**src/rtl/tcrs_pkg.sv**
```systemverilog
package tcrs_pkg;

  // field widths of the item channels
  localparam int unsigned TIME_W  = 48;
  localparam int unsigned DUR_W   = 47;
  localparam int unsigned FUNC_W  = 3;
  localparam int unsigned FRAC_W  = 17;
  localparam int unsigned CIDX_W  = 10;
  localparam int unsigned STAT_W  = 2;
  localparam int unsigned STEP_W  = 24;
  localparam int unsigned PROD_W  = DUR_W + FRAC_W;

  // configuration port
  localparam int unsigned CFG_ADDR_W = 3;
  localparam int unsigned CFG_DATA_W = 32;
  localparam logic [0:0]  REG_TICK_STEP = 1'b0;
  localparam logic [STEP_W-1:0] TICK_STEP_RST = STEP_W'(125000);

  // function codes
  localparam logic [FUNC_W-1:0] FN_LOAD     = 3'd0;
  localparam logic [FUNC_W-1:0] FN_SEEK_T   = 3'd1;
  localparam logic [FUNC_W-1:0] FN_SEEK_POS = 3'd2;
  localparam logic [FUNC_W-1:0] FN_TICK     = 3'd3;
  localparam logic [FUNC_W-1:0] FN_SET_TIME = 3'd4;

  // status codes
  localparam logic [STAT_W-1:0] ST_OK     = 2'd0;
  localparam logic [STAT_W-1:0] ST_DONE   = 2'd1;
  localparam logic [STAT_W-1:0] ST_REJECT = 2'd2;

  localparam logic [FRAC_W-1:0] FRAC_FULL = 17'h10000;

  typedef struct packed {
    logic                     is_status;
    logic [CIDX_W-1:0]        cue_index;
    logic signed [TIME_W-1:0] pts_or_pcr;
    logic [DUR_W-1:0]         duration;
    logic                     has_duration;
    logic                     continued;
    logic                     discontinuity;
    logic                     pcr_valid;
    logic signed [TIME_W-1:0] next_time;
    logic signed [TIME_W-1:0] total_length;
    logic [STAT_W-1:0]        status_code;
    logic                     last;
  } out_item_t;

endpackage

```
**src/rtl/tcrs_cfg.sv**
```systemverilog
module tcrs_cfg (
  input  logic                                clk,
  input  logic                                rst_n,
  input  logic                                psel,
  input  logic                                penable,
  input  logic                                pwrite,
  input  logic [tcrs_pkg::CFG_ADDR_W-1:0]     paddr,
  input  logic [tcrs_pkg::CFG_DATA_W-1:0]     pwdata,
  output logic [tcrs_pkg::CFG_DATA_W-1:0]     prdata,
  output logic                                pready,
  output logic [tcrs_pkg::STEP_W-1:0]         tick_step
);
  import tcrs_pkg::*;

  logic [STEP_W-1:0] tick_step_r;
  logic              wr_hit;

  assign pready = 1'b1;
  assign wr_hit = psel && penable && pwrite && (paddr[2] == REG_TICK_STEP);

  always_ff @(posedge clk) begin
    if (!rst_n) begin
      tick_step_r <= TICK_STEP_RST;
    end else if (wr_hit) begin
      tick_step_r <= pwdata[STEP_W-1:0];
    end
  end

  // read back; addresses with bit 2 set read zero
  always_comb begin
    prdata = '0;
    if (paddr[2] == REG_TICK_STEP) begin
      prdata = CFG_DATA_W'(tick_step_r);
    end
  end

  assign tick_step = tick_step_r;

endmodule

```
**config.mk**
```make
export PLATFORM = sky130hd
export DESIGN_NAME = tcrs_cfg
export DESIGN_NICKNAME = d
export VERILOG_FILES = /design/src/rtl/tcrs_pkg.sv /design/src/rtl/tcrs_cfg.sv
export SDC_FILE = /design/constraint.sdc
export NUM_CORES = 1
export LEC_CHECK = 0
export ABC_CLOCK_PERIOD_IN_PS = 2860
export BUFFER_PORTS_ARGS = -buffer_cell sky130_fd_sc_hd__buf_4
export CAP_MARGIN = 25
export CELL_PAD_IN_SITES_DETAIL_PLACEMENT = 0
export CELL_PAD_IN_SITES_GLOBAL_PLACEMENT = 1
export CORE_MARGIN = 5
export CORE_UTILIZATION = 28
export DETAILED_ROUTE_END_ITERATION = 16
export PLACE_DENSITY_LB_ADDON = 0.1
export SLEW_MARGIN = 20
export SYNTH_ARGS = -nofsm -noshare
export SYNTH_HDL_FRONTEND = slang
export SYNTH_SLANG_ARGS = --single-unit
```
**constraint.sdc**
```tcl
create_clock -name clk -period 2.86 [get_ports clk]
set_clock_uncertainty 0.15 [all_clocks]
set_input_delay 0.143 -clock clk [delete_from_list [all_inputs] [get_ports clk]]
set_output_delay 0.143 -clock clk [all_outputs]
set_load 0.05 [all_outputs]
```
# Word-level counts from Yosys, hierarchy flattened
# Index checks and enable logic that the tools add are counted.
word_totals:
  output_inout_bits: 57
  input_bits: 40
  word_cells: 6
  regBits: 24
classes:
  bitwise_logic: 1
  n_reduce_logical: 3
  n_mux: 1
ops:
  columns: ["op", "count"]
  rows:
  - ["$mux W24", 1]
  - ["$logic_and A1 B1 Y1", 3]
  - ["$not A1 Y1", 1]

# Logic depth before layout (Yosys ltp)
# Gate-level depths: netlist of run 1.
logic_depth:
  ltp_word: 3
  depth_mapped: 4
  mapped_depth_nobuf: 2

# Worst setup path after synthesis of run 1
# Ideal clock, no wire load.
synth_timing:
  path_kind: "register -> output"
  startpoint: "reg tick_step_r[11] (netlist: tick_step[11])"
  endpoint: "out prdata[11] (netlist name)"
  n_path_buf: 0
  path_stages_with_launch: 2
  t_required_ps: 2567
  arrival_ps: 1410
  path_slack_ps: 1157
  path_cell_list: "dfxtp_1 > nor2b_1"
synth_via:
  elab_chain_cells: 1
synth_lines:
  columns: ["item", "line", "source"]
  rows:
  - ["start: declaration", "tcrs_cfg.sv:15", "logic [STEP_W-1:0] tick_step_r;"]
  - ["start signal: assignment", "tcrs_cfg.sv:25", "tick_step_r <= pwdata[STEP_W-1:0];"]
  - ["$mux W24", "tcrs_cfg.sv:32", "if (paddr[2] == REG_TICK_STEP) begin"]
  - ["end: declaration", "tcrs_cfg.sv:9", "output logic [tcrs_pkg::CFG_DATA_W-1:0] prdata,"]
# Every way passes these cells.

# Worst setup path in the final report of run 1
layout_timing:
  startpoint: "reg tick_step_r[10] (netlist: tick_step[10])"
  endpoint: "out prdata[10] (netlist name)"
# The elaborated chain is that of the path after synthesis.

==> summary.md, run 1 <==
| Metric | Value |
|---|---|
| Outcome | `finished clean` |
| Root buffer cell | `clkbuf_8` |
| Largest register FFs | `24` |
| Final Non-Filler Cells | `285` |
| R2R Path Start | `tick_step[10]$_SDFFE_PN0P_` |
| CP max FO | `3` |
| Starting Density | `28.9%` |
| Fill count | `roughly 420` |
| Post-Syn Area | `approximately 1300 µm²` |
| Vias in the first global route | `approximately 1,200` |
| Register area share after synthesis | `38.1%` |
| Yosys Warn Count | `0` |
| Post-CTS resize count | `0` |
| Worst Path Class, Setup | `reg -> out` |
| Pre-CTS WS | `1.35 ns` |
| Global route overflow | `0` |
| Tmin final | `between 1 and 1.5 ns` |
| Final worst path period share | `a little under half` |
| HPWL Detailed | `2400 µm` |
| Avg Cell Area, Syn | `8.87 µm²` |
| I/O pin count | `97` |
| Seq. cell area | `between 400 and 500 µm²` |
| Drt drc | `0` |
| Worst EP arrival | `slightly above 1 ns` |
| Cell taking the most area after synthesis | `dfxtp_1` |
| Total Die Area | `5940 µm²` |
| Mapped Cells | `~140` |
| Max Cap Violations | `0` |
| Register-to-register setup slack | `2.08 ns` |
| TritonCTS Sinks | `24` |
| M1 wire length | `~1400 µm` |
| Final Hold Violating Endpoints | `0` |
| PnR Total Power | `0.757 mW` |
| Fmax | `between 0.7 and 0.8 GHz` |
| Fin nets | `275` |
| Metal2 WL | `between 1500 and 2000 µm` |
| Setup TNS | `0 ns` |
| Post-route cell area | `2050 µm²` |
| Die X | `just under 80 µm` |
| Hold_sp | `pwdata[13]` |
| CTS H-tree lvls | `1` |
| Worst-path clk slew | `0.08 ns` |
| Avg Vias per Cell | `4.20` |
| Placed instance count | `260` |
| Worst skew pair latency | `0.26 ns` |
| RSZ-0062 raised after global routing | `false` |
| RR Endpoint | `tick_step[10]$_SDFFE_PN0P_` |
| Core footprint | `about 4400 µm²` |
| Worst Path Required | `2.57 ns` |
| Slew Viols, Final | `0` |
| Fin Hold WS | `0.00749 ns` |
| DR top layer | `met4` |
| Detail Route Antenna Nets | `0` |
| Worst Hold End | `tick_step[13]$_SDFFE_PN1P_` |
| Setup violators final | `0` |
| Pin count of the biggest net entering global routing | `49` |
| WL met3 | `approximately 280 µm` |
| Gr usage total | `11.6%` |
| Flop and latch count out of synthesis | `24` |
| Placed cell areas | `between 1500 and 2000 µm²` |
| WL per Instance | `between 10 and 15 µm` |
| Initial antenna violation count | `0` |
| Drt initial violations | `23` |
| Vias | `1,196` |
| CTS buffer count | `3` |
| P_leak | `a little over 0.9 nW` |
| Synth top cells by count | `nand2_1, nor2b_1, dfxtp_1, mux2i_1, buf_4` |
| First-pass GRT wire length | `5790 µm` |
| Async S/R FF share, synth | `0%` |
| Final WL | `roughly 3500 µm` |
| Library cells used by synthesis | `12` |
| CP Capture Type | `primary output` |
| Largest cells by area after synthesis | `dfxtp_1, mux2i_1, nor2b_1` |
| Area of the multi-input gates | `around 660 µm²` |
| Ys flop type | `dfxtp_1` |
| Max VDD drop | `0.000165 V` |
| Pwr/cell area | `369 nW/µm²` |
| Routability cong. | `0.692` |
| Hold WC Path Type | `in -> reg` |
| I/O Buffers | `77` |
| # rows | `24` |
| Drt pass-1 iters | `3` |
| CTS tree | `done` |
| Area Growth Syn to Fin | `62.9%` |
| Top cell type's share of synthesized area | `38.1%` |
| Setup ws final | `1.55 ns` |
| Hold path cells | `3` |
| R2r worst-path depth | `2` |
| Clock Path Buffers | `2` |
| Final core occ | `47.1%` |
| Antenna diodes | `0` |
| Layout cell share with drive strength beyond 1 | `36.5%` |
| Startpoint types | `register` |
| EDFF count, synth | `0` |
| Die Span Y | `about 77 µm` |
## routing by layer
| metal | track usage [%] | vias to the layer above |
|---|---|---|
| met5 | 0 | - |
| met4 | 3.61 | 0 |
| met3 | 3.51 | 2 |
| met2 | 21.0 | 48 |
| met1 | 13.0 | 538 |
| li1 | - | 608 |
## power by group
group / switching [mW] / total [mW] / internal, mW / leakage [nW]
registers: 0.00510 / 0.346 / 0.341 / 0.195
clock network: 0.107 / 0.201 / 0.0941 / 0.0216
logic: 0.128 / 0.210 / 0.0828 / 0.713
## cell type report
cell class	count	area share (%)
clock buffers	3	2.01
repair buffers	100	39.3
multi-input cells	106	32.1
flip-flops and latches	24	23.4
well taps	52	3.17
## placed cells by master, fill, tap and decap left out
cell / instances
dlygate4sd3_1: 22
buf_4: 78
nor2b_1: 34
nand2_1: 34
mux2i_1: 24
and4b_1: 1
conb_1: 9
and2b_2: 4
dfxtp_1: 24
clkbuf_8: 3
## how the worst max path moves through the flow
stage | start | end | slack, ns | depth (start not counted)
after floorplan | tick_step[11]$_SDFFE_PN1P_ | prdata[11] | 1.16 | 1
after global placement | paddr[2] | tick_step[2]$_SDFFE_PN0P_ | 1.40 | 4
after detailed placement | paddr[2] | tick_step[14]$_SDFFE_PN1P_ | 1.35 | 4
after CTS | tick_step[15]$_SDFFE_PN1P_ | prdata[15] | 1.55 | 2
after global routing | tick_step[10]$_SDFFE_PN0P_ | prdata[10] | 1.48 | 2
final | tick_step[10]$_SDFFE_PN0P_ | prdata[10] | 1.55 | 2
## critical path: stages (launching register included)
cell and delay, ns:
dfxtp_1 0.38, nor2b_1 0.16, buf_4 0.21
## cell families (layout without fill, tap and decap cells)
| logic type | count (synthesis) | after routing | synth area share, % |
|---|---|---|---|
| AND/OR/NAND/NOR | 73 | 73 | 30.6 |
| multiplexers | 24 | 24 | 19.1 |
| flip-flops | 24 | 24 | 38.1 |
| buffers and inverters | 19 | 103 | 11.6 |
| other | 2 | 9 | 0.596 |
## repair_timing
item	CTS	global route
hold buffers	22	0
setup buffers	0	0
hold endpoints to repair	22	0
(Power assumes the default switching activity.)
==> run 2, diff against run 1 <==
--- a/config.mk
+++ b/config.mk
@@ -5,13 +5,14 @@
 export SDC_FILE = /design/constraint.sdc
 export NUM_CORES = 1
 export LEC_CHECK = 0
-export ABC_CLOCK_PERIOD_IN_PS = 2860
+export ABC_AREA = 1
+export ABC_CLOCK_PERIOD_IN_PS = 1300
 export BUFFER_PORTS_ARGS = -buffer_cell sky130_fd_sc_hd__buf_4
 export CAP_MARGIN = 25
 export CELL_PAD_IN_SITES_DETAIL_PLACEMENT = 0
 export CELL_PAD_IN_SITES_GLOBAL_PLACEMENT = 1
 export CORE_MARGIN = 5
-export CORE_UTILIZATION = 28
+export CORE_UTILIZATION = 25
 export DETAILED_ROUTE_END_ITERATION = 16
 export PLACE_DENSITY_LB_ADDON = 0.1
 export SLEW_MARGIN = 20
==> constraint.sdc (replaced) <==
create_clock -name clk -period 1.3 [get_ports clk]
set_clock_uncertainty 0.15 [all_clocks]
set_input_delay 0.065 -clock clk [delete_from_list [all_inputs] [get_ports clk]]
set_output_delay 0.065 -clock clk [all_outputs]
set_load 0.05 [all_outputs]
==> summary.md, run 2 <==
| Metric | Value |
|---|---|
| Register area share after synthesis | `36.8% (-1.3 points)` |
| Max Cap Violations | `0 (unchanged)` |
| Simple-gate share of the synthesized area | `39.5% (+8.9 points)` |
| Post-CTS Hold Fix Bufs | `25 (+14%)` |
| Vias in the first global route | `1,367 (+11%)` |
| Yosys Warn Count | `0 (unchanged)` |
| Setup violators final | `0 (unchanged)` |
| Pin count of the biggest net entering global routing | `25 (-49%)` |
| WL per Instance | `11.1 µm (-9.9%)` |
| Worst Path Required | `1.09 ns (-1.48 ns)` |
| Top cell type's share of synthesized area | `36.8% (-1.3 points)` |
| CP max FO | `3 (unchanged)` |
| Starting Density | `25.7% (-3.2 points)` |
| Post-Syn Area | `1310 µm² (+3.6%)` |
| Library cells used by synthesis | `15 (+3)` |
| I/O pin count | `97 (unchanged)` |
| Antenna diodes | `0 (unchanged)` |
| Cell with the most instances after synthesis | `nor2_1` |
| Adder-cell share of the synthesized area | `0% (unchanged)` |
| First-pass GRT wire length | `6470 µm (+12%)` |
| Drt initial violations | `27 (+17%)` |
| P_leak | `1.24 nW (+33%)` |
| Fill count | `558 (+32%)` |
| # rows | `26 (+8.3%)` |
| Layout cell share with drive strength beyond 1 | `37.9% (+1.4 points)` |
| Met1 Use GR | `15.8% (+2.9 points)` |
| Core footprint | `5070 µm² (+17%)` |
| Pwr/cell area | `816 nW/µm² (+120%)` |
| Clock Path Buffers | `2 (unchanged)` |
| Total Die Area | `6770 µm² (+14%)` |
| Gr busiest metal | `met2` |
| Synth top cells by count | `nor2_1, inv_1, nand2_1, dfxtp_1, nand3_1` |
| Routability cong. | `0.664 (-4.1%)` |
| Die Span Y | `82.3 µm (+6.7%)` |
| Seq. cell area | `480 µm² (unchanged)` |
| Worst-path clk slew | `0.09 ns (about the same)` |
| Commonest cells after routing, fill and taps aside | `buf_4, inv_1, nor2_1` |
| Worst EP arrival | `0.99 ns (-0.03 ns)` |
| I/O Buffers | `77 (unchanged)` |
| Initial antenna violation count | `0 (unchanged)` |
| CP startpoint | `tick_step[17]$_SDFFE_PN0P_` |
| Async S/R FF share, synth | `0% (unchanged)` |
| Root buffer cell | `clkbuf_8` |
| Startpoint types | `register` |
| EDFF count, synth | `0 (unchanged)` |
| Avg Vias per Cell | `3.91 (-6.8%)` |
| Avg Cell Area, Syn | `6.33 µm² (-29%)` |
| Xor and xnor fraction of the mapped netlist area | `0% (unchanged)` |
| Mux contribution to synthesized area | `0% (-19 points)` |
| Area of the multi-input gates | `729 µm² (+11%)` |
| Fmax | `0.828 GHz` |
| Compound-Gate Fraction of Synth Area | `0% (unchanged)` |
| Area Growth Syn to Fin | `83.7%` |
| Main combinational cell family by area after synthesis | `simple AND/OR/NAND/NOR gates` |
| Tmin final | `about 1.2 ns` |
| Hold WC Path Type | `in -> reg` |
| Vias | `1,471 (+23%)` |
| Gr usage total | `12.3% (+0.66 points)` |
| Most common cell after layout, fill and taps aside | `buf_4` |
| Global route overflow | `0 (unchanged)` |
| Drt drc | `0 (unchanged)` |
| Post-CTS Setup Inserts | `0 (unchanged)` |
| Outcome | `finished clean` |
| CTS H-tree lvls | `1 (unchanged)` |
| Final worst path period share | `92.9%` |
| TritonCTS Sinks | `24 (unchanged)` |
| Die X | `82.3 µm (+6.7%)` |
| RSZ-0062 raised after global routing | `false` |
| Flop and latch count out of synthesis | `24 (unchanged)` |
| Final Hold Violating Endpoints | `0 (unchanged)` |
| Worst skew pair latency | `0.26 ns (about the same)` |
| Met2 Usage GRT | `21.1% (+0.11 points)` |
| Drt pass-1 iters | `4 (+1)` |
| Max VDD drop | `0.000440 V (+170%)` |
| Final WL | `4180 µm (+19%)` |
| Fin nets | `347 (+26%)` |
| Grt met3 use | `2.28% (-1.2 points)` |
| Ys flop type | `dfxtp_1` |
| CTS tree | `done` |
| Post-CTS resize count | `0 (unchanged)` |
| Cell taking the most area after synthesis | `dfxtp_1` |
| R2R Path Start | `tick_step[17]$_SDFFE_PN0P_` |
| Detail Route Antenna Nets | `0 (unchanged)` |
| Largest register FFs | `24 (unchanged)` |
| Setup TNS | `0 ns (unchanged)` |
| Slew Viols, Final | `0 (unchanged)` |
| Worst Path Class, Setup | `reg -> out` |
| CTS buffer count | `3 (unchanged)` |
| HPWL Detailed | `2960 µm (+23%)` |
| CP Capture Type | `primary output` |
| Largest cells by area after synthesis | `dfxtp_1, nor2_1, inv_1` |
| PnR Total Power | `1.96 mW (+160%)` |
| Hold_sp | `paddr[2]` |
| Mapped Cells | `206 (+45%)` |
[run 2: worst max-delay path, stage by stage (launching register included)]
cell	delay, ns
dfxtp_1	0.37
inv_1	0.08
nor2_4	0.07
buf_4	0.20
[run 2: logic make-up after synthesis]
group	count (synthesis)
other	2
buffers and inverters	62
DFF	24
and+or+nand+nor	118
[run 2: cell type report]
cell class                 count  share of cell area, %
multi-input combinational    127                   30.4
clock buffer                   4                   2.30
tap                           70                   3.65
inverter                      44                   6.94
sequential                    24                   20.0
timing repair buffer         107                   36.6
[run 2: worst paths after layout]
| check | to | slack (ns) | cells past startpoint |
|---|---|---|---|
| min reg2reg | tick_step[13]$_SDFFE_PN1P_ | 0.34 | 2 |
| max reg2reg | tick_step[17]$_SDFFE_PN0P_ | 0.56 | 2 |
| min | tick_step[12]$_SDFFE_PN0P_ | 0.07 | 5 |
| max | prdata[17] | 0.09 | 3 |
[run 2: metal layers]
metal / routed length (µm) / share of wire [%] / up-vias
li1: - / - / 775
met1: 1870 / 45 / 647
met2: 2000 / 48 / 45
met3: 266 / 6.4 / 4
met4: 37 / 0.89 / 0
met5: 0 / 0 / -
[run 2: stage by stage]
stage / instances / area, µm² / utilization, % / setup slack, ns / hold WS [ns]
floorplan: 213 / 1510 / - / 0.0317 / 0.0357
global placement: 347 / 2090 / 41.2 / 0.201 / 0.125
detailed placement: 347 / 2090 / 41.2 / 0.193 / 0.134
CTS: 376 / 2400 / 47.2 / 0.0785 / 0.0617
global route: 376 / 2400 / 47.2 / 0.0226 / 0.0923
finish: 376 / 2400 / 47.2 / 0.0923 / 0.0677
[run 2: report_power, final]
part | internal [mW] | total [mW] | switching [mW]
registers | 0.761 | 0.781 | 0.0196
logic | 0.238 | 0.661 | 0.423
clock network | 0.270 | 0.515 | 0.244
