`src/rtl/tcrs_pkg.sv`:
```
package tcrs_pkg;

  // field widths of the item channels
  localparam int unsigned TIME_W  = 48;
  localparam int unsigned DUR_W   = 47;
  localparam int unsigned FUNC_W  = 3;
  localparam int unsigned FRAC_W  = 17;
  localparam int unsigned CIDX_W  = 10;
  localparam int unsigned STAT_W  = 2;
  localparam int unsigned STEP_W  = 24;
  localparam int unsigned PROD_W  = DUR_W + FRAC_W;

  // configuration port
  localparam int unsigned CFG_ADDR_W = 3;
  localparam int unsigned CFG_DATA_W = 32;
  localparam logic [0:0]  REG_TICK_STEP = 1'b0;
  localparam logic [STEP_W-1:0] TICK_STEP_RST = STEP_W'(125000);

  // function codes
  localparam logic [FUNC_W-1:0] FN_LOAD     = 3'd0;
  localparam logic [FUNC_W-1:0] FN_SEEK_T   = 3'd1;
  localparam logic [FUNC_W-1:0] FN_SEEK_POS = 3'd2;
  localparam logic [FUNC_W-1:0] FN_TICK     = 3'd3;
  localparam logic [FUNC_W-1:0] FN_SET_TIME = 3'd4;

  // status codes
  localparam logic [STAT_W-1:0] ST_OK     = 2'd0;
  localparam logic [STAT_W-1:0] ST_DONE   = 2'd1;
  localparam logic [STAT_W-1:0] ST_REJECT = 2'd2;

  localparam logic [FRAC_W-1:0] FRAC_FULL = 17'h10000;

  typedef struct packed {
    logic                     is_status;
    logic [CIDX_W-1:0]        cue_index;
    logic signed [TIME_W-1:0] pts_or_pcr;
    logic [DUR_W-1:0]         duration;
    logic                     has_duration;
    logic                     continued;
    logic                     discontinuity;
    logic                     pcr_valid;
    logic signed [TIME_W-1:0] next_time;
    logic signed [TIME_W-1:0] total_length;
    logic [STAT_W-1:0]        status_code;
    logic                     last;
  } out_item_t;

endpackage

```
`src/rtl/tcrs_ctrl.sv`:
```
module tcrs_ctrl #(
  parameter int unsigned CUE_DEPTH   = 1024,
  parameter int unsigned MAX_RELEASE = 32,
  parameter int unsigned IDX_W       = 10,
  parameter int unsigned CNT_W       = 11
) (
  input  logic                                  clk,
  input  logic                                  rst_n,
  input  logic                                  in_valid,
  output logic                                  in_ready,
  input  logic [tcrs_pkg::FUNC_W-1:0]           in_func,
  input  logic signed [tcrs_pkg::TIME_W-1:0]    in_time_value,
  input  logic signed [tcrs_pkg::TIME_W-1:0]    in_cue_stop,
  input  logic [tcrs_pkg::FRAC_W-1:0]           in_fraction,
  output logic                                  out_valid,
  input  logic                                  out_ready,
  output tcrs_pkg::out_item_t                   out_item,
  input  logic [tcrs_pkg::STEP_W-1:0]           tick_step,
  output logic                                  mem_wr_en,
  output logic [IDX_W-1:0]                      mem_wr_addr,
  output logic [2*tcrs_pkg::TIME_W-1:0]         mem_wr_data,
  output logic                                  mem_rd_en,
  output logic [IDX_W-1:0]                      mem_rd_addr,
  input  logic [2*tcrs_pkg::TIME_W-1:0]         mem_rd_data
);
  import tcrs_pkg::*;

  localparam int unsigned EX_W = $clog2(MAX_RELEASE + 1);

  typedef enum logic [3:0] {
    S_IDLE, S_EXEC, S_SCALE, S_SRCH_RD, S_SRCH_CMP, S_SEEK_RD, S_SEEK_SET,
    S_TICK_RD, S_TICK_CHK, S_TICK_END, S_STATUS
  } state_t;

  state_t                   state_r;
  logic [FUNC_W-1:0]        func_r;
  logic signed [TIME_W-1:0] tv_r;
  logic signed [TIME_W-1:0] stop_r;
  logic [FRAC_W-1:0]        frac_r;
  logic [CNT_W-1:0]         count_r;
  logic [CNT_W-1:0]         cur_r;
  logic signed [TIME_W-1:0] release_r;
  logic signed [TIME_W-1:0] len_r;
  logic                     slave_r;
  logic                     disc_r;
  logic [CNT_W-1:0]         lo_r;
  logic [CNT_W-1:0]         hi_r;
  logic [CNT_W-1:0]         mid_r;
  logic signed [TIME_W-1:0] seek_t_r;
  logic [PROD_W-1:0]        prod_r;
  logic signed [TIME_W-1:0] barrier_r;
  logic [EX_W-1:0]          exam_r;
  logic [STAT_W-1:0]        status_r;
  logic                     pcr_valid_r;
  logic                     out_valid_r;
  out_item_t                out_r;

  logic                     slot_free;
  logic [CNT_W-1:0]         mid_nxt;
  logic signed [TIME_W-1:0] rd_start;
  logic signed [TIME_W-1:0] rd_stop;
  logic [DUR_W-1:0]         len_pos;
  logic [FRAC_W-1:0]        frac_sat;
  logic                     hd;
  logic                     tick_more;
  logic                     cue_fire;
  logic                     stat_fire;
  out_item_t                cue_item;
  out_item_t                stat_item;

  assign slot_free = !out_valid_r || out_ready;
  assign in_ready  = (state_r == S_IDLE);
  assign out_valid = out_valid_r;
  assign out_item  = out_r;
  assign mid_nxt   = lo_r + ((hi_r - lo_r) >> 1);
  assign rd_start  = mem_rd_data[2*TIME_W-1:TIME_W];
  assign rd_stop   = mem_rd_data[TIME_W-1:0];
  assign len_pos   = len_r[TIME_W-1] ? '0 : len_r[DUR_W-1:0];
  assign frac_sat  = (frac_r > FRAC_FULL) ? FRAC_FULL : frac_r;
  assign hd        = !rd_stop[TIME_W-1] && (rd_stop >= rd_start);
  assign tick_more = (cur_r < count_r) && (exam_r < EX_W'(MAX_RELEASE));

  // an item goes out this cycle
  assign cue_fire  = (state_r == S_TICK_CHK) && !(rd_start > barrier_r) &&
                     !rd_start[TIME_W-1] && slot_free;
  assign stat_fire = (state_r == S_STATUS) && slot_free;

  // outgoing cue and status items
  always_comb begin
    cue_item               = '0;
    cue_item.cue_index     = CIDX_W'(cur_r);
    cue_item.pts_or_pcr    = rd_start;
    cue_item.duration      = hd ? DUR_W'(rd_stop - rd_start) : '0;
    cue_item.has_duration  = hd;
    cue_item.continued     = (cur_r != '0);
    cue_item.discontinuity = disc_r;
    cue_item.next_time     = release_r;
    cue_item.total_length  = len_r;

    stat_item              = '0;
    stat_item.is_status    = 1'b1;
    stat_item.pts_or_pcr   = pcr_valid_r ? barrier_r : '0;
    stat_item.pcr_valid    = pcr_valid_r;
    stat_item.next_time    = release_r;
    stat_item.total_length = len_r;
    stat_item.status_code  = status_r;
    stat_item.last         = 1'b1;
  end

  // memory requests
  always_comb begin
    mem_wr_en   = (state_r == S_EXEC) && (func_r == FN_LOAD) &&
                  (count_r < CNT_W'(CUE_DEPTH));
    mem_wr_addr = count_r[IDX_W-1:0];
    mem_wr_data = {tv_r, stop_r};
    mem_rd_en   = 1'b0;
    mem_rd_addr = cur_r[IDX_W-1:0];
    case (state_r)
      S_SRCH_RD: begin
        mem_rd_en   = (lo_r < hi_r);
        mem_rd_addr = mid_nxt[IDX_W-1:0];
      end
      S_SEEK_RD: begin
        mem_rd_en   = (lo_r < count_r);
        mem_rd_addr = lo_r[IDX_W-1:0];
      end
      S_TICK_RD: begin
        mem_rd_en   = tick_more;
      end
      default: ;
    endcase
  end

  // sequencer, state and output register
  always_ff @(posedge clk) begin
    if (!rst_n) begin
      state_r     <= S_IDLE;
      count_r     <= '0;
      cur_r       <= '0;
      release_r   <= '0;
      len_r       <= '0;
      slave_r     <= 1'b0;
      disc_r      <= 1'b0;
      out_valid_r <= 1'b0;
    end else begin
      if (cue_fire || stat_fire) begin
        out_valid_r <= 1'b1;
      end else if (out_ready) begin
        out_valid_r <= 1'b0;
      end
      case (state_r)
        S_IDLE: begin
          if (in_valid) begin
            func_r  <= in_func;
            tv_r    <= in_time_value;
            stop_r  <= in_cue_stop;
            frac_r  <= in_fraction;
            state_r <= S_EXEC;
          end
        end
        S_EXEC: begin
          pcr_valid_r <= 1'b0;
          case (func_r)
            FN_LOAD: begin
              if (count_r < CNT_W'(CUE_DEPTH)) begin
                status_r <= ST_OK;
                count_r  <= count_r + 1'b1;
                if (stop_r > len_r) begin
                  len_r <= stop_r;
                end
              end else begin
                status_r <= ST_REJECT;
              end
              state_r <= S_STATUS;
            end
            FN_SEEK_T: begin
              status_r <= ST_OK;
              seek_t_r <= tv_r;
              lo_r     <= '0;
              hi_r     <= count_r;
              state_r  <= S_SRCH_RD;
            end
            FN_SEEK_POS: begin
              if (count_r == '0) begin
                status_r <= ST_REJECT;
                state_r  <= S_STATUS;
              end else begin
                status_r <= ST_OK;
                prod_r   <= PROD_W'(len_pos) * PROD_W'(frac_sat);
                state_r  <= S_SCALE;
              end
            end
            FN_TICK: begin
              barrier_r <= release_r;
              exam_r    <= '0;
              state_r   <= S_TICK_RD;
            end
            FN_SET_TIME: begin
              status_r  <= ST_OK;
              slave_r   <= 1'b1;
              release_r <= tv_r;
              state_r   <= S_STATUS;
            end
            default: begin
              status_r <= ST_REJECT;
              state_r  <= S_STATUS;
            end
          endcase
        end
        S_SCALE: begin
          seek_t_r <= TIME_W'(prod_r >> 16);
          lo_r     <= '0;
          hi_r     <= count_r;
          state_r  <= S_SRCH_RD;
        end
        // lower-bound search, a read state then a compare state per probe
        S_SRCH_RD: begin
          mid_r <= mid_nxt;
          if (lo_r < hi_r) begin
            state_r <= S_SRCH_CMP;
          end else begin
            state_r <= S_SEEK_RD;
          end
        end
        S_SRCH_CMP: begin
          if (rd_start < seek_t_r) begin
            lo_r <= mid_r + 1'b1;
          end else begin
            hi_r <= mid_r;
          end
          state_r <= S_SRCH_RD;
        end
        S_SEEK_RD: begin
          cur_r  <= lo_r;
          disc_r <= 1'b1;
          if (lo_r < count_r) begin
            state_r <= S_SEEK_SET;
          end else begin
            release_r <= seek_t_r;
            state_r   <= S_STATUS;
          end
        end
        S_SEEK_SET: begin
          release_r <= rd_start;
          state_r   <= S_STATUS;
        end
        // release loop, a read state then a check state per cue; a full output slot holds the check
        S_TICK_RD: begin
          state_r <= tick_more ? S_TICK_CHK : S_TICK_END;
        end
        S_TICK_CHK: begin
          if (rd_start > barrier_r) begin
            state_r <= S_TICK_END;
          end else if (rd_start[TIME_W-1]) begin
            // negative start: consumed silently
            cur_r   <= cur_r + 1'b1;
            exam_r  <= exam_r + 1'b1;
            state_r <= S_TICK_RD;
          end else if (slot_free) begin
            out_r   <= cue_item;
            disc_r  <= 1'b0;
            cur_r   <= cur_r + 1'b1;
            exam_r  <= exam_r + 1'b1;
            state_r <= S_TICK_RD;
          end
        end
        S_TICK_END: begin
          if (!slave_r) begin
            pcr_valid_r <= 1'b1;
            release_r   <= release_r + TIME_W'(tick_step);
          end
          status_r <= (cur_r >= count_r) ? ST_DONE : ST_OK;
          state_r  <= S_STATUS;
        end
        S_STATUS: begin
          if (slot_free) begin
            out_r   <= stat_item;
            state_r <= S_IDLE;
          end
        end
        default: state_r <= S_IDLE;
      endcase
    end
  end

endmodule

```
`config.mk`:
```
export PLATFORM = sky130hd
export DESIGN_NAME = tcrs_ctrl
export DESIGN_NICKNAME = d
export VERILOG_FILES = /design/src/rtl/tcrs_pkg.sv /design/src/rtl/tcrs_ctrl.sv
export SDC_FILE = /design/constraint.sdc
export NUM_CORES = 2
export LEC_CHECK = 0
export ABC_AREA = 1
export BUFFER_PORTS_ARGS = -buffer_cell sky130_fd_sc_hd__buf_2
export CAP_MARGIN = 20
export CORE_ASPECT_RATIO = 0.6
export CORE_MARGIN = 2
export CORE_UTILIZATION = 57
export CTS_BUF_LIST = sky130_fd_sc_hd__clkbuf_2 sky130_fd_sc_hd__clkbuf_4 sky130_fd_sc_hd__clkbuf_8
export DETAILED_ROUTE_END_ITERATION = 8
export HOLD_SLACK_MARGIN = 0.02
export PLACE_DENSITY = 0.85
export RECOVER_POWER = 50
export SLEW_MARGIN = 20
export SYNTH_ARGS = -nofsm -noshare
export SYNTH_HDL_FRONTEND = slang
export SYNTH_SLANG_ARGS = --single-unit
```
`constraint.sdc`:
```
create_clock -name clk -period 20.4 [get_ports clk]
set_input_delay 2.04 -clock clk [delete_from_list [all_inputs] [get_ports clk]]
set_output_delay 2.04 -clock clk [all_outputs]
set_load 0.01 [all_outputs]
```
# ---- Word level (Yosys, flattened, before mapping)
# Index checks and enable logic that the tools add are counted.
dict set report totals {
  reg_bits 652
  input_bits 240
  out_inout_bits 329
  elab_cells 186
}
dict set report op_classes {
  add_sub_neg 8
  multipliers 1
  n_lt_le_gt_ge 11
  eq_ne 29
  muxes 56
  n_bitwise 1
  n_reduce_logical 47
}
# op n
set op_table {}
lappend op_table {{$mux W209} 4}
lappend op_table {{$pmux W209 S2} 1}
lappend op_table {{$mux W48} 5}
lappend op_table {{$pmux W48 S4} 1}
lappend op_table {{$gt A48 B48 Y1} 2}
lappend op_table {{$pmux W48 S2} 1}
lappend op_table {{$mux W47} 2}
lappend op_table {{$mux W11} 7}
lappend op_table {{$pmux W11 S3} 2}
lappend op_table {{$mul A47 B17 Y64} 1}
lappend op_table {{$add A48 B24 Y48} 1}
lappend op_table {{$ge A48 B48 Y1} 1}
lappend op_table {{$lt A48 B48 Y1} 1}
lappend op_table {{$sub A47 B47 Y47} 1}
lappend op_table {{$pmux W4 S9} 1}
lappend op_table {{$add A11 B1 Y11 const B} 3}
lappend op_table {{$lt A11 B11 Y1} 3}
lappend op_table {{$mux W4} 7}
lappend op_table {{$mux W6} 4}
lappend op_table {{$reduce_and A3 Y1} 8}
lappend op_table {{$reduce_and A4 Y1} 6}
lappend op_table {{$pmux W11 S2} 1}
lappend op_table {{$ne A2 B2 Y1 const B} 10}
lappend op_table {{$pmux W10 S2} 1}
lappend op_table {{other kinds (41)} 79}

# ---- Longest topological paths before layout
dict set report depth {
  word_depth 7
  depth_mapped 33
  depth_no_buf 33
}

# ---- Worst setup path after synthesis
# OpenSTA, ideal clock, no wires.
dict set report synth_path {
  kind {input to register}
  from {input mem_rd_data[95] (netlist name)}
  to {register out_r (netlist bit out_item[100]) (enable)}
  setup_ns 1.083
  arrival_time_ns 18.244
  required_ns 19.317
  path_slack_ns 1.073
  path_stages 9
  n_path_buf 0
  path_cell_list {ha_1 > a21oi_1 > o21a_1 > nand2_1 > a21oi_1 > nand4_1 > nand4_1 > inv_1 > a211oi_1}
}
dict set report synth_between {
  elab_chain_cells 3
  word_cells_on_any_way 4
  cone_classes {1 x order compare; 2 x eq/ne; 1 x reduce/logical}
}
# element line
set synth_rtl {}
lappend synth_rtl {{from (decl)} tcrs_ctrl.sv:24} ;# input logic [2*tcrs_pkg::TIME_W-1:0] mem_rd_data
lappend synth_rtl {{$gt A48 B48 Y1} tcrs_ctrl.sv:252} ;# if (rd_start > barrier_r) begin
lappend synth_rtl {{$ne A2 B2 Y1 (no line)} --}
lappend synth_rtl {{$reduce_and A6 Y1 (no line) *} --}
lappend synth_rtl {{to (signal assigned)} tcrs_ctrl.sv:260} ;# out_r <= cue_item;
lappend synth_rtl {{to (signal assigned)} tcrs_ctrl.sv:277} ;# out_r <= stat_item;
lappend synth_rtl {{to (decl)} tcrs_ctrl.sv:56} ;# out_item_t out_r;
# Mark *: on every way between the ends. The rest lies on a longest branch, timed or not.
# A chain may end at the register's enable or synchronous reset.

# ---- Worst setup path after layout
dict set report layout_path {
  from {register frac_r[16]}
  to {register prod_r[55], data pin}
}
dict set report layout_between {
  elab_chain_cells 3
}
# element line
set layout_rtl {}
lappend layout_rtl {{from (decl)} tcrs_ctrl.sv:39} ;# logic [FRAC_W-1:0] frac_r;
lappend layout_rtl {{from (signal assigned)} tcrs_ctrl.sv:157} ;# frac_r <= in_fraction;
lappend layout_rtl {{$gt A17 B17 Y1} tcrs_ctrl.sv:79} ;# assign frac_sat = (frac_r > FRAC_FULL) ? FRAC_FULL : frac_r;
lappend layout_rtl {{$mux W17 *} tcrs_ctrl.sv:79}
lappend layout_rtl {{$mul A47 B17 Y64 *} tcrs_ctrl.sv:189} ;# prod_r <= PROD_W'(len_pos) * PROD_W'(frac_sat);
lappend layout_rtl {{to (signal assigned)} tcrs_ctrl.sv:189}
lappend layout_rtl {{to (decl)} tcrs_ctrl.sv:50} ;# logic [PROD_W-1:0] prod_r;
# Marks and branches as above.

==> flow_summary.yaml <==
synth:
  synth-compound-area-share: 0.08175
  synthFlopType: "edfxtp_1"
  yosys_warnings: 0
  ys_seq_area_frac: 0.3005
  synth_cell_types: 63
  syn_inst: 6884
  ys_async_sr_fraction: 0
  synth_top_family_by_area: "adder cells"
  netlist_area_um2: 59290
  synth_edf_count: 510
  synth-seq-cells: 635
  synthMuxAreaShare: 0.007977
  synthesis.nets: 8199
  synth_simple_gate_area_frac: 0.1749
  synth_xor_area_frac: 0.01714
  synthAdderAreaFrac: 0.3125
  synth.avg_cell_area_um2: 8.613
detailed_routing:
  top_layer: "met5"
  viasPerCell: 5.877
  dr.first_iter.drc_count: 6533
  finalWirelength_um: 222300
  drc: 0
  wl_met2_um: 85460
  met1_length_um: 91750
  wl_met3_um: 36740
  first_pass_iters: 6
  ant_nets: 0
  routedWlPerCell_um: 24.93
  via_count: 52390
cells_and_area:
  syn_to_final_growth_pct: 10.63
  fin_nets: 8737
  final_cells: 8915
  drive_gt1_frac: 0.09738
  final_common_cell: "inv_1"
  layout_common_cells: "inv_1 (1,386), nand2_1 (1,336), nor2_1 (782), fa_1 (676), edfxtp_1 (510)"
timing:
  clock_skew_ps: 57.57
  rsz0062_at_grt: "no"
  worstMarginPinSlew_ps: 3424
  clock.fmax_mhz: 105.7
  slew_headroom: -1.282
  hold_violations: 0
  post-route-period-util: 0.4636
  drv_slew: 349
  setup-tns-final_ps: 0
  worst_slack_ps: 10940
  period_needed_ps: 9457
  setup-violations-final: 0
pwr:
  pwr-share-clk: 0.264
  p_int_uw: 2753
  switchingPower_uw: 1844
  power_density_nw_per_um2: 70.10
  p_comb_frac: 0.354
  ir_drop_mv: 0.06489
  power_leakage_uw: 0.03063
  swShare: 0.4012
  p_seq_frac: 0.382
clock_tree:
  clkSinkCount: 635
  post_cts_resized: 0
  cts.clk_slew.worst_paths_ps: 110
  post_cts_buffers: 0
  cts_tree: "done"
  cts_root_buf: "clkbuf_8"
  clk_latency_ps: 830
  clockBufferDepth: 3
  postCtsHoldBufs: 0
  htreeDepth: 3
  cts_buffers: 97
grt:
  antenna_found_initial: 21
  track_usage: 0.4164
  grt_max_degree: 97
  grt_pass1_vias: 51138
  grt_pass1_wl_um: 325500
  grt_overflow_total: 0
worst_setup_path:
  end_kind: "flip-flop"
  cp-start-kind: "flip-flop"
  arrival_ps: 10000
  critPathKind: "flip-flop to flip-flop"
  cp_max_fo: 34
  crit_required_ps: 20940
floorplanning:
  pin_count: 569
  die_y_um: 253.8
  initial_core_util: 0.5760
  die_area_um2: 106700
  core.rowCount: 91
  coreArea_um2: 102900
  die_w_um: 420.4
place:
  portBuffers: 568
  dpl.hpwl_um: 179000
  preCtsSetupSlack_ps: 11470
  routabilityCongestion: 1.070
  placedCellCount: 8716
outcome:
  violations: "capacitance limit, slew limit"
  status: "complete, but fails checks"
flow_run:
  drv_cap: 9
worst_hold_path:
  hold_class: "flip-flop to flip-flop"
flip-flops by register name, summed over array words and instances (netlist names), 17 cells and up:
| name | count |
|---|---|
| release_r | 48 |
| len_r | 48 |
| frac_r | 17 |
| prod_r | 48 |
| tv_r | 48 |
| barrier_r | 48 |
| seek_t_r | 48 |
| stop_r | 48 |
| out_item | 208 |
synthesized netlist by cell type, types with 18 or more instances:
cell         n  area (um^2)
a21o_1      21        157.7
o21a_1      18        135.1
ha_1       399         4992
inv_1     1383         5191
nor2_4      20        225.2
nand4_1     62        387.9
a21oi_1    374         1872
a31oi_1     36        225.2
o22ai_1     55        344.1
nor4_1      27        168.9
inv_2       19        71.32
dfxtp_1    125         2502
buf_2       18        90.09
o221ai_1    19        166.4
nand3_1    174        870.8
nor3_1      58        290.3
edfxtp_1   510        15310
mux2_2      42        473.0
xnor2_1     44        385.4
buf_4       20        150.1
o21ai_1     29        145.1
nand2_1   1337         5019
fa_1       676        13530
nor2_1     812         3048
xor2_1      72        630.6
clkbuf_1   152        570.6
o21ai_0    214         1071
power by group through the flow:
stage	logic, uW	clock network [uW]	registers (uW)
finish	1630	1220	1760
global route	1750	1270	1770
CTS	1580	1220	1750
detailed placement	1570	0	1770
global placement	1530	0	1770
floorplan	967	0	1790
kinds of logic after synthesis:
logic type                 Yosys count
buffers and inverters             1623
xor gates and xnor gates           116
DFF                                635
AOI/OAI and AO/OA                  853
and+or+nand+nor                   2540
muxes                               42
adders and majority gates         1075
final timing paths:
kind,from,end,slack [ps],depth (start not counted)
setup / recovery,frac_r[16],prod_r[55],10940,25
hold / removal,len_r[46],out_item[49],430,0
setup reg to reg,frac_r[16],prod_r[55],10940,25
hold reg to reg,len_r[46],out_item[49],430,0
final cells by class:
type                    instances  area [um^2]
diodes                         13        32.53
clock buffers                 140         1720
clock inverters                44        446.7
fillers                      8989        37330
inverters                    1413         5305
multi-input cells            4626        35380
flip-flops and latches        635        17820
well taps                    1395         1745
repair buffers                649         3149
routing by layer:
metal	vias up	GRT usage
li1	22791	-
met1	25445	0.6050
met2	3644	0.5447
met3	500	0.1851
met4	10	0.1424
met5	-	0
worst max-delay path, stage by stage, from the launching register on:
cell and delay, ps:
edfxtp_1 750, inv_2 120, buf_4 440, a31oi_2 220, inv_2 210, nand2_1 550, inv_2 890, nand2_1 190
fa_1 550, inv_1 60, fa_1 600, fa_1 470, fa_1 490, fa_1 500, inv_1 50, fa_1 550
inv_1 60, ha_1 520, nand2_1 150, nor2_1 260, inv_1 150, nor4_1 370, o21ai_0 170, nand3_1 390
a21oi_1 150, xnor2_1 160
metrics by stage:
step	total power (uW)	hold slack (ps)	cell area (um^2)	util
2_1_floorplan	2758	406.4	59290	-
3_3_place_gp	3304	413.3	63690	0.6188
3_5_place_dp	3341	417.2	63710	0.6190
4_1_cts	4546	430.8	65880	0.6400
5_1_grt	4786	435.9	65580	0.6372
6_report	4598	431.7	65590	0.6373
No activity file was read; power rests on OpenSTA's default activity.
